==> src/sv/sss_pkg.sv <==
// Shared types and constants for the stack store with search.
package sss_pkg;

    localparam int DEPTH_DEF      = 16;
    localparam int DATA_WIDTH_DEF = 32;

    localparam int VALUE_W    = 32;
    localparam int OP_W       = 2;
    localparam int STATUS_W   = 2;
    localparam int POS_W      = 5;
    localparam int FILL_W     = 5;
    localparam int OUT_DATA_W = 16;

    typedef enum logic [OP_W-1:0] {
        OP_PUSH   = 2'd0,
        OP_POP    = 2'd1,
        OP_SEARCH = 2'd2
    } t_op;

    typedef enum logic [STATUS_W-1:0] {
        STAT_OK        = 2'd0,
        STAT_FULL      = 2'd1,
        STAT_EMPTY     = 2'd2,
        STAT_NOT_FOUND = 2'd3
    } t_status;

    typedef enum logic [1:0] {
        S_IDLE,
        S_EXEC,
        S_SCAN,
        S_DONE
    } t_state;

    typedef struct packed {
        logic    load;
        logic    push;
        logic    pop;
        logic    scan_start;
        logic    scan_rd;
        logic    res_we;
        t_status res_status;
        logic    res_found;
        logic    out_load;
    } t_cmd;

    typedef struct packed {
        logic is_push;
        logic is_pop;
        logic is_search;
        logic full;
        logic empty;
        logic match;
        logic scan_end;
    } t_stat;

endpackage

==> src/sv/sss_ctrl.sv <==
// Command sequencer: handshakes and per-command control of the datapath.
module sss_ctrl (
    input  logic           i_clk,
    input  logic           i_rst_n,
    input  logic           i_s_tvalid,
    output logic           o_s_tready,
    output logic           o_m_tvalid,
    input  logic           i_m_tready,
    input  sss_pkg::t_stat i_stat,
    output sss_pkg::t_cmd  o_cmd
);
    import sss_pkg::*;

    t_state r_state, n_state;
    logic   r_m_valid, n_m_valid;

    always_ff @(posedge i_clk) begin
        if (!i_rst_n) begin
            r_state   <= S_IDLE;
            r_m_valid <= 1'b0;
        end else begin
            r_state   <= n_state;
            r_m_valid <= n_m_valid;
        end
    end

    always_comb begin
        n_state              = r_state;
        o_s_tready           = 1'b0;
        o_cmd.load           = 1'b0;
        o_cmd.push           = 1'b0;
        o_cmd.pop            = 1'b0;
        o_cmd.scan_start     = 1'b0;
        o_cmd.scan_rd        = 1'b0;
        o_cmd.res_we         = 1'b0;
        o_cmd.res_status     = STAT_OK;
        o_cmd.res_found      = 1'b0;
        o_cmd.out_load       = 1'b0;

        unique case (r_state)
            S_IDLE: begin
                o_s_tready = 1'b1;
                if (i_s_tvalid) begin
                    o_cmd.load = 1'b1;
                    n_state    = S_EXEC;
                end
            end
            S_EXEC: begin
                n_state      = S_DONE;
                o_cmd.res_we = 1'b1;
                priority if (i_stat.is_push) begin
                    if (i_stat.full) begin
                        o_cmd.res_status = STAT_FULL;
                    end else begin
                        o_cmd.push = 1'b1;
                    end
                end else if (i_stat.is_pop) begin
                    if (i_stat.empty) begin
                        o_cmd.res_status = STAT_EMPTY;
                    end else begin
                        o_cmd.pop = 1'b1;
                    end
                end else if (i_stat.is_search) begin
                    if (i_stat.empty) begin
                        o_cmd.res_status = STAT_EMPTY;
                    end else begin
                        o_cmd.res_we     = 1'b0;
                        o_cmd.scan_start = 1'b1;
                        n_state          = S_SCAN;
                    end
                end else begin
                    // unused opcode: no state change, plain ok
                    o_cmd.res_status = STAT_OK;
                end
            end
            S_SCAN: begin
                // read of entry k overlaps the compare of entry k-1
                if (i_stat.match) begin
                    o_cmd.res_we    = 1'b1;
                    o_cmd.res_found = 1'b1;
                    n_state         = S_DONE;
                end else if (i_stat.scan_end) begin
                    o_cmd.res_we     = 1'b1;
                    o_cmd.res_status = STAT_NOT_FOUND;
                    n_state          = S_DONE;
                end else begin
                    o_cmd.scan_rd = 1'b1;
                end
            end
            S_DONE: begin
                if (!r_m_valid || i_m_tready) begin
                    o_cmd.out_load = 1'b1;
                    n_state        = S_IDLE;
                end
            end
        endcase
    end

    always_comb begin
        if (o_cmd.out_load) begin
            n_m_valid = 1'b1;
        end else if (i_m_tready) begin
            n_m_valid = 1'b0;
        end else begin
            n_m_valid = r_m_valid;
        end
    end

    assign o_m_tvalid = r_m_valid;

endmodule

==> src/sv/sss_dpath.sv <==
// Datapath: entry memory, count, scan pointer, compare and result registers.
module sss_dpath #(
    parameter int DEPTH      = sss_pkg::DEPTH_DEF,
    parameter int DATA_WIDTH = sss_pkg::DATA_WIDTH_DEF
) (
    input  logic                           i_clk,
    input  logic                           i_rst_n,
    input  sss_pkg::t_cmd                  i_cmd,
    output sss_pkg::t_stat                 o_stat,
    input  logic [sss_pkg::VALUE_W-1:0]    i_s_tdata,
    input  logic [sss_pkg::OP_W-1:0]       i_s_tuser,
    output logic [sss_pkg::OUT_DATA_W-1:0] o_m_tdata,
    output logic [sss_pkg::STATUS_W-1:0]   o_m_tuser
);
    import sss_pkg::*;

    localparam int CW = $clog2(DEPTH + 1);
    localparam int AW = (DEPTH > 1) ? $clog2(DEPTH) : 1;
    localparam int XW = (DATA_WIDTH > VALUE_W) ? DATA_WIDTH : VALUE_W;
    localparam int PW = (CW + 1 > POS_W) ? CW + 1 : POS_W;
    localparam int FW = (CW > FILL_W) ? CW : FILL_W;

    logic [DATA_WIDTH-1:0] r_mem [DEPTH];

    logic [OP_W-1:0]       r_op;
    logic [DATA_WIDTH-1:0] r_value;
    logic [CW-1:0]         r_count;
    logic [CW-1:0]         r_scan_idx;
    logic [CW-1:0]         r_rd_idx;
    logic                  r_rd_valid;
    logic [DATA_WIDTH-1:0] r_rd_data;
    t_status               r_res_status;
    logic [POS_W-1:0]      r_res_pos;
    logic [OUT_DATA_W-1:0] r_out_tdata;
    logic [STATUS_W-1:0]   r_out_tuser;

    logic [XW-1:0]         value_ext;
    logic                  rd_en;
    logic [PW-1:0]         pos_ext;
    logic [FW-1:0]         fill_ext;

    // sign-extend or truncate the 32-bit field to the stored width
    assign value_ext = XW'(signed'(i_s_tdata));
    assign rd_en     = i_cmd.scan_rd && (r_scan_idx < r_count);
    assign pos_ext   = PW'(r_rd_idx) + PW'(1);
    assign fill_ext  = FW'(r_count);

    always_ff @(posedge i_clk) begin
        if (i_cmd.load) begin
            r_op    <= i_s_tuser;
            r_value <= value_ext[DATA_WIDTH-1:0];
        end
        if (i_cmd.push) begin
            r_mem[r_count[AW-1:0]] <= r_value;
        end
        if (rd_en) begin
            r_rd_data <= r_mem[r_scan_idx[AW-1:0]];
            r_rd_idx  <= r_scan_idx;
        end
        if (i_cmd.scan_start) begin
            r_scan_idx <= '0;
        end else if (i_cmd.scan_rd) begin
            r_scan_idx <= r_scan_idx + CW'(1);
        end
        if (i_cmd.res_we) begin
            r_res_status <= i_cmd.res_status;
            r_res_pos    <= i_cmd.res_found ? pos_ext[POS_W-1:0] : '0;
        end
        if (i_cmd.out_load) begin
            r_out_tuser <= r_res_status;
            r_out_tdata <= OUT_DATA_W'({fill_ext[FILL_W-1:0], r_res_pos});
        end
    end

    always_ff @(posedge i_clk) begin
        if (!i_rst_n) begin
            r_count    <= '0;
            r_rd_valid <= 1'b0;
        end else begin
            if (i_cmd.push) begin
                r_count <= r_count + CW'(1);
            end else if (i_cmd.pop) begin
                r_count <= r_count - CW'(1);
            end
            if (i_cmd.scan_start) begin
                r_rd_valid <= 1'b0;
            end else if (i_cmd.scan_rd) begin
                r_rd_valid <= rd_en;
            end
        end
    end

    assign o_stat.is_push   = (r_op == OP_PUSH);
    assign o_stat.is_pop    = (r_op == OP_POP);
    assign o_stat.is_search = (r_op == OP_SEARCH);
    assign o_stat.full      = (r_count == CW'(DEPTH));
    assign o_stat.empty     = (r_count == '0);
    assign o_stat.match     = r_rd_valid && (r_rd_data == r_value);
    assign o_stat.scan_end  = r_rd_valid && ((r_rd_idx + CW'(1)) == r_count);

    assign o_m_tdata = r_out_tdata;
    assign o_m_tuser = r_out_tuser;

endmodule

==> src/sv/stack_store_with_search_core.sv <==
// Bounded stack of signed values with push, pop and oldest-first search.
// Commands are taken one at a time. Push, pop and the unused opcode pass
// through the execute and done states before the next accept; a search
// also scans the entries oldest first until the first match or the last
// entry. The entry memory has a single registered read port and the
// scan reads one entry per cycle. The result sits in an output register, so
// a new command is taken while the previous result still waits on the
// master side. Stored entries carry DATA_WIDTH bits; the 32-bit input value
// is sign-extended or truncated to that width for store and compare.
module stack_store_with_search_core #(
    parameter int DEPTH      = sss_pkg::DEPTH_DEF,
    parameter int DATA_WIDTH = sss_pkg::DATA_WIDTH_DEF
) (
    input  logic                           i_clk,
    input  logic                           i_rst_n,
    input  logic                           i_s_tvalid,
    output logic                           o_s_tready,
    input  logic [sss_pkg::VALUE_W-1:0]    i_s_tdata,   // [31:0] value
    input  logic [sss_pkg::OP_W-1:0]       i_s_tuser,   // [1:0] op
    output logic                           o_m_tvalid,
    input  logic                           i_m_tready,
    output logic [sss_pkg::OUT_DATA_W-1:0] o_m_tdata,   // [4:0] position, [9:5] fill_count
    output logic [sss_pkg::STATUS_W-1:0]   o_m_tuser    // [1:0] status
);
    import sss_pkg::*;

    t_cmd  cmd;
    t_stat stat;

    sss_ctrl u_ctrl (
        .i_clk      (i_clk),
        .i_rst_n    (i_rst_n),
        .i_s_tvalid (i_s_tvalid),
        .o_s_tready (o_s_tready),
        .o_m_tvalid (o_m_tvalid),
        .i_m_tready (i_m_tready),
        .i_stat     (stat),
        .o_cmd      (cmd)
    );

    sss_dpath #(
        .DEPTH      (DEPTH),
        .DATA_WIDTH (DATA_WIDTH)
    ) u_dpath (
        .i_clk     (i_clk),
        .i_rst_n   (i_rst_n),
        .i_cmd     (cmd),
        .o_stat    (stat),
        .i_s_tdata (i_s_tdata),
        .i_s_tuser (i_s_tuser),
        .o_m_tdata (o_m_tdata),
        .o_m_tuser (o_m_tuser)
    );

endmodule

==> config.mk <==
export PLATFORM = sky130hd
export DESIGN_NAME = stack_store_with_search_core
export DESIGN_NICKNAME = d
export VERILOG_FILES = /design/src/sv/sss_pkg.sv /design/src/sv/sss_ctrl.sv /design/src/sv/sss_dpath.sv /design/src/sv/stack_store_with_search_core.sv
export SDC_FILE = /design/constraint.sdc
export NUM_CORES = 1
export LEC_CHECK = 0
export ABC_CLOCK_PERIOD_IN_PS = 6900
export BUFFER_PORTS_ARGS = -buffer_cell sky130_fd_sc_hd__buf_4
export CAP_MARGIN = 20
export CELL_PAD_IN_SITES_DETAIL_PLACEMENT = 1
export CELL_PAD_IN_SITES_GLOBAL_PLACEMENT = 1
export CORE_ASPECT_RATIO = 2
export CORE_MARGIN = 1.5
export CORE_UTILIZATION = 25
export DETAILED_ROUTE_END_ITERATION = 6
export MAX_ROUTING_LAYER = met4
export PLACE_DENSITY_LB_ADDON = 0.25
export SETUP_SLACK_MARGIN = 0.2
export SYNTH_ARGS = -nofsm -noshare
export SYNTH_HDL_FRONTEND = slang
export SYNTH_SLANG_ARGS = --single-unit
==> constraint.sdc <==
create_clock -name i_clk -period 6.9 [get_ports i_clk]
set_clock_uncertainty 0.05 [all_clocks]
set_input_delay 0.345 -clock i_clk [delete_from_list [all_inputs] [get_ports i_clk]]
set_output_delay 0.345 -clock i_clk [all_outputs]
set_load 0.02 [all_outputs]
==> flow_summary.json <==
{
  "status": "completed",
  "insertion_delay_ps": 600,
  "std_cell_rows": 159,
  "grt_remaining_overflow": 0,
  "worstSetupEndpointType": "register",
  "syn_avg_cell_area_um2": 22.53,
  "syn-instance-count": 1049,
  "routed_wirelength_mm": 59.90,
  "die_height_um": 437.8,
  "gp_congestion": 0.7261,
  "ant_nets": 0,
  "die_w_um": 220.4,
  "grtUsageTotal": 0.1306,
  "start_util": 0.2522,
  "clockRootBuffer": "clkbuf_16",
  "dp_cells": 2287,
  "core_area_um2": 93700,
  "cp.required_ps": 7170,
  "yosys_most_used_dff": "edfxtp_1",
  "most-common-layout-cells": "edfxtp_1 (602), mux4_2 (160), buf_4 (74)",
  "cts_buffers": 52,
  "avgRoutedWirePerCell_um": 24.77,
  "start_kind": "register",
  "synth-seq-cells": 616,
  "setup_tns_ps": 0,
  "first_pass_iters": 4,
  "route.detailed.drc": 0,
  "final_core_util": 0.2952,
  "worstMarginPinSlew_ps": 1017,
  "fmax_mhz": 272.6,
  "dieArea_um2": 96500,
  "hpwl_mm": 32.07,
  "nFillCells": 9328,
  "grt_setup_unrepaired": "no",
  "worstPathArrival_ps": 3940,
  "synth_area_um2": 23630,
  "antenna_found_initial": 2,
  "maxCapViolCount": 0,
  "yosysSeqAreaShare": 0.7768,
  "multi_input_area_um2": 5120,
  "grt_max_degree": 81,
  "critPathKind": "reg -> reg",
  "synth.distinct_cells": 43,
  "final_layout_size_suffix_gt1_frac": 0.2688,
  "final_common_cell": "edfxtp_1",
  "period_share": 0.5316,
  "drv_slew": 0,
  "via_count": 10749,
  "hold_violations": 0,
  "clkTransAtPathRegs_ps": 70,
  "h-tree-depth": 2,
  "cts.sinks": 616,
  "clock_path_buffers": 3,
  "hold_class": "reg -> reg",
  "floorplan.io_pins": 58,
  "synth_edf_count": 602,
  "seqCellArea_um2": 18370,
  "final_nets": 1224,
  "ys_async_sr_fraction": 0,
  "fin_crit_ps": 3668,
  "grt_pass1_wl_mm": 86.11,
  "cts_resized": 0,
  "area_delta_synth_final_pct": 17.05,
  "slew_headroom": 0.3217,
  "setup_viol": 0,
  "synth_warnings": 0,
  "worstPathMaxFanout": 21,
  "grt_pass1_vias": 11811,
  "via_per_inst": 4.445,
  "final_cells": 2418,
  "tritoncts": "done",
  "leakage_nw": 8.438,
  "place.port_buffers": 51,
  "drt-initial-drc-count": 718,
  "p_per_area_nw_per_um2": 362.4,
  "max-vdd-ir-drop_v": 0.0002436
}
worst max-delay path, cell delays in order (launching register included):
cell and delay, ps:
edfxtp_1 650, xor2_1 280, nor4_1 520, nand3_1 200, or4_1 750, nand4b_1 240, inv_2 300, buf_4 360
flip-flops by register name, indices dropped and copies added, names as in the netlist:
signal	flops
u_ctrl.o_m_tvalid	1
u_ctrl.r_state	2
u_dpath.fill_ext	5
u_dpath.o_m_tdata	10
u_dpath.o_m_tuser	2
u_dpath.r_mem	512
u_dpath.r_op	2
u_dpath.r_rd_data	32
u_dpath.r_rd_idx	5
u_dpath.r_rd_valid	1
u_dpath.r_res_pos	5
u_dpath.r_res_status	2
u_dpath.r_scan_idx	5
u_dpath.r_value	32
per-stage QoR:
step	power [mW]	hold WS [ps]	setup WS, ps	cell area (um2)
final	10.02	370.8	3232	27660
after CTS	10.26	360.3	3097	27650
after global placement	7.180	356.7	3218	25640
after detailed placement	7.215	356.3	3114	25640
after global routing	10.47	374.3	2966	27660
after floorplan	6.396	350.3	2912	23650
area by class of cell:
class | instances | area share
Clock buffer | 67 | 0.04985
Inverter | 19 | 0.002578
Timing Repair Buffer | 111 | 0.03383
Sequential cell | 616 | 0.6642
Multi-Input combinational cell | 371 | 0.1851
Clock inverter | 25 | 0.009680
Tap cell | 1207 | 0.05460
Antenna cell | 2 | 0.0001809
what timing repair did:
item / 4_1_cts / 5_1_grt
hold buffers: 36 / 0
hold endpoints to repair: 38 / 0
setup buffers: 0 / 0
endpoints found under the setup margin: 0 / 0
cell usage after synthesis, types with 6 or more instances:
master | number | area share
edfxtp_1 | 602 | 0.76
nor4_1 | 6 | 0.0016
o21ai_0 | 6 | 0.0013
nand2_1 | 24 | 0.0038
nand2b_1 | 11 | 0.0029
dfxtp_1 | 14 | 0.012
nor2_1 | 27 | 0.0043
xnor2_1 | 14 | 0.0052
buf_1 | 9 | 0.0014
nand4_1 | 9 | 0.0024
nor2b_1 | 8 | 0.0021
ha_1 | 14 | 0.0074
nand3_1 | 12 | 0.0025
buf_2 | 9 | 0.0019
a21oi_1 | 8 | 0.0017
xor2_1 | 26 | 0.0096
buf_4 | 6 | 0.0019
clkbuf_1 | 24 | 0.0038
inv_1 | 19 | 0.0030
mux4_2 | 160 | 0.15
worst paths after layout:
| kind | start | slack, ps | endpoint | cells after the start |
|---|---|---|---|---|
| worst max-delay path | u_dpath.r_value[16] | 3230 | u_dpath.r_rd_data[3] | 7 |
| worst max register to register | u_dpath.r_value[16] | 3230 | u_dpath.r_rd_data[3] | 7 |
| worst min-delay path | u_dpath.r_res_status[0] | 370 | u_dpath.o_m_tuser[0] | 0 |
| worst min register to register | u_dpath.r_res_status[0] | 370 | u_dpath.o_m_tuser[0] | 0 |
where the power goes:
| part | switching [mW] | total, mW | internal, mW |
|---|---|---|---|
| Sequential | 0.462 | 4.98 | 4.52 |
| Clock | 1.34 | 2.97 | 1.63 |
| Combinational | 0.985 | 2.07 | 1.08 |
logic make-up after synthesis:
kind of cell,share of synthesized area
flip-flops,0.7768
multiplexers,0.1538
AND/OR/NAND/NOR,0.02536
buffers and inverters,0.01207
XOR/XNOR,0.01482
AO/OA/AOI/OAI,0.008737
adder cells (fa/ha/maj),0.008259
other,0.0001587
metal layers:
metal	global-route usage	wire (um)
met1	0.1432	22640
met2	0.2375	33320
met3	0.01393	1654
met4	0.05267	2284
met5	-	0
(Power assumes the default switching activity.)
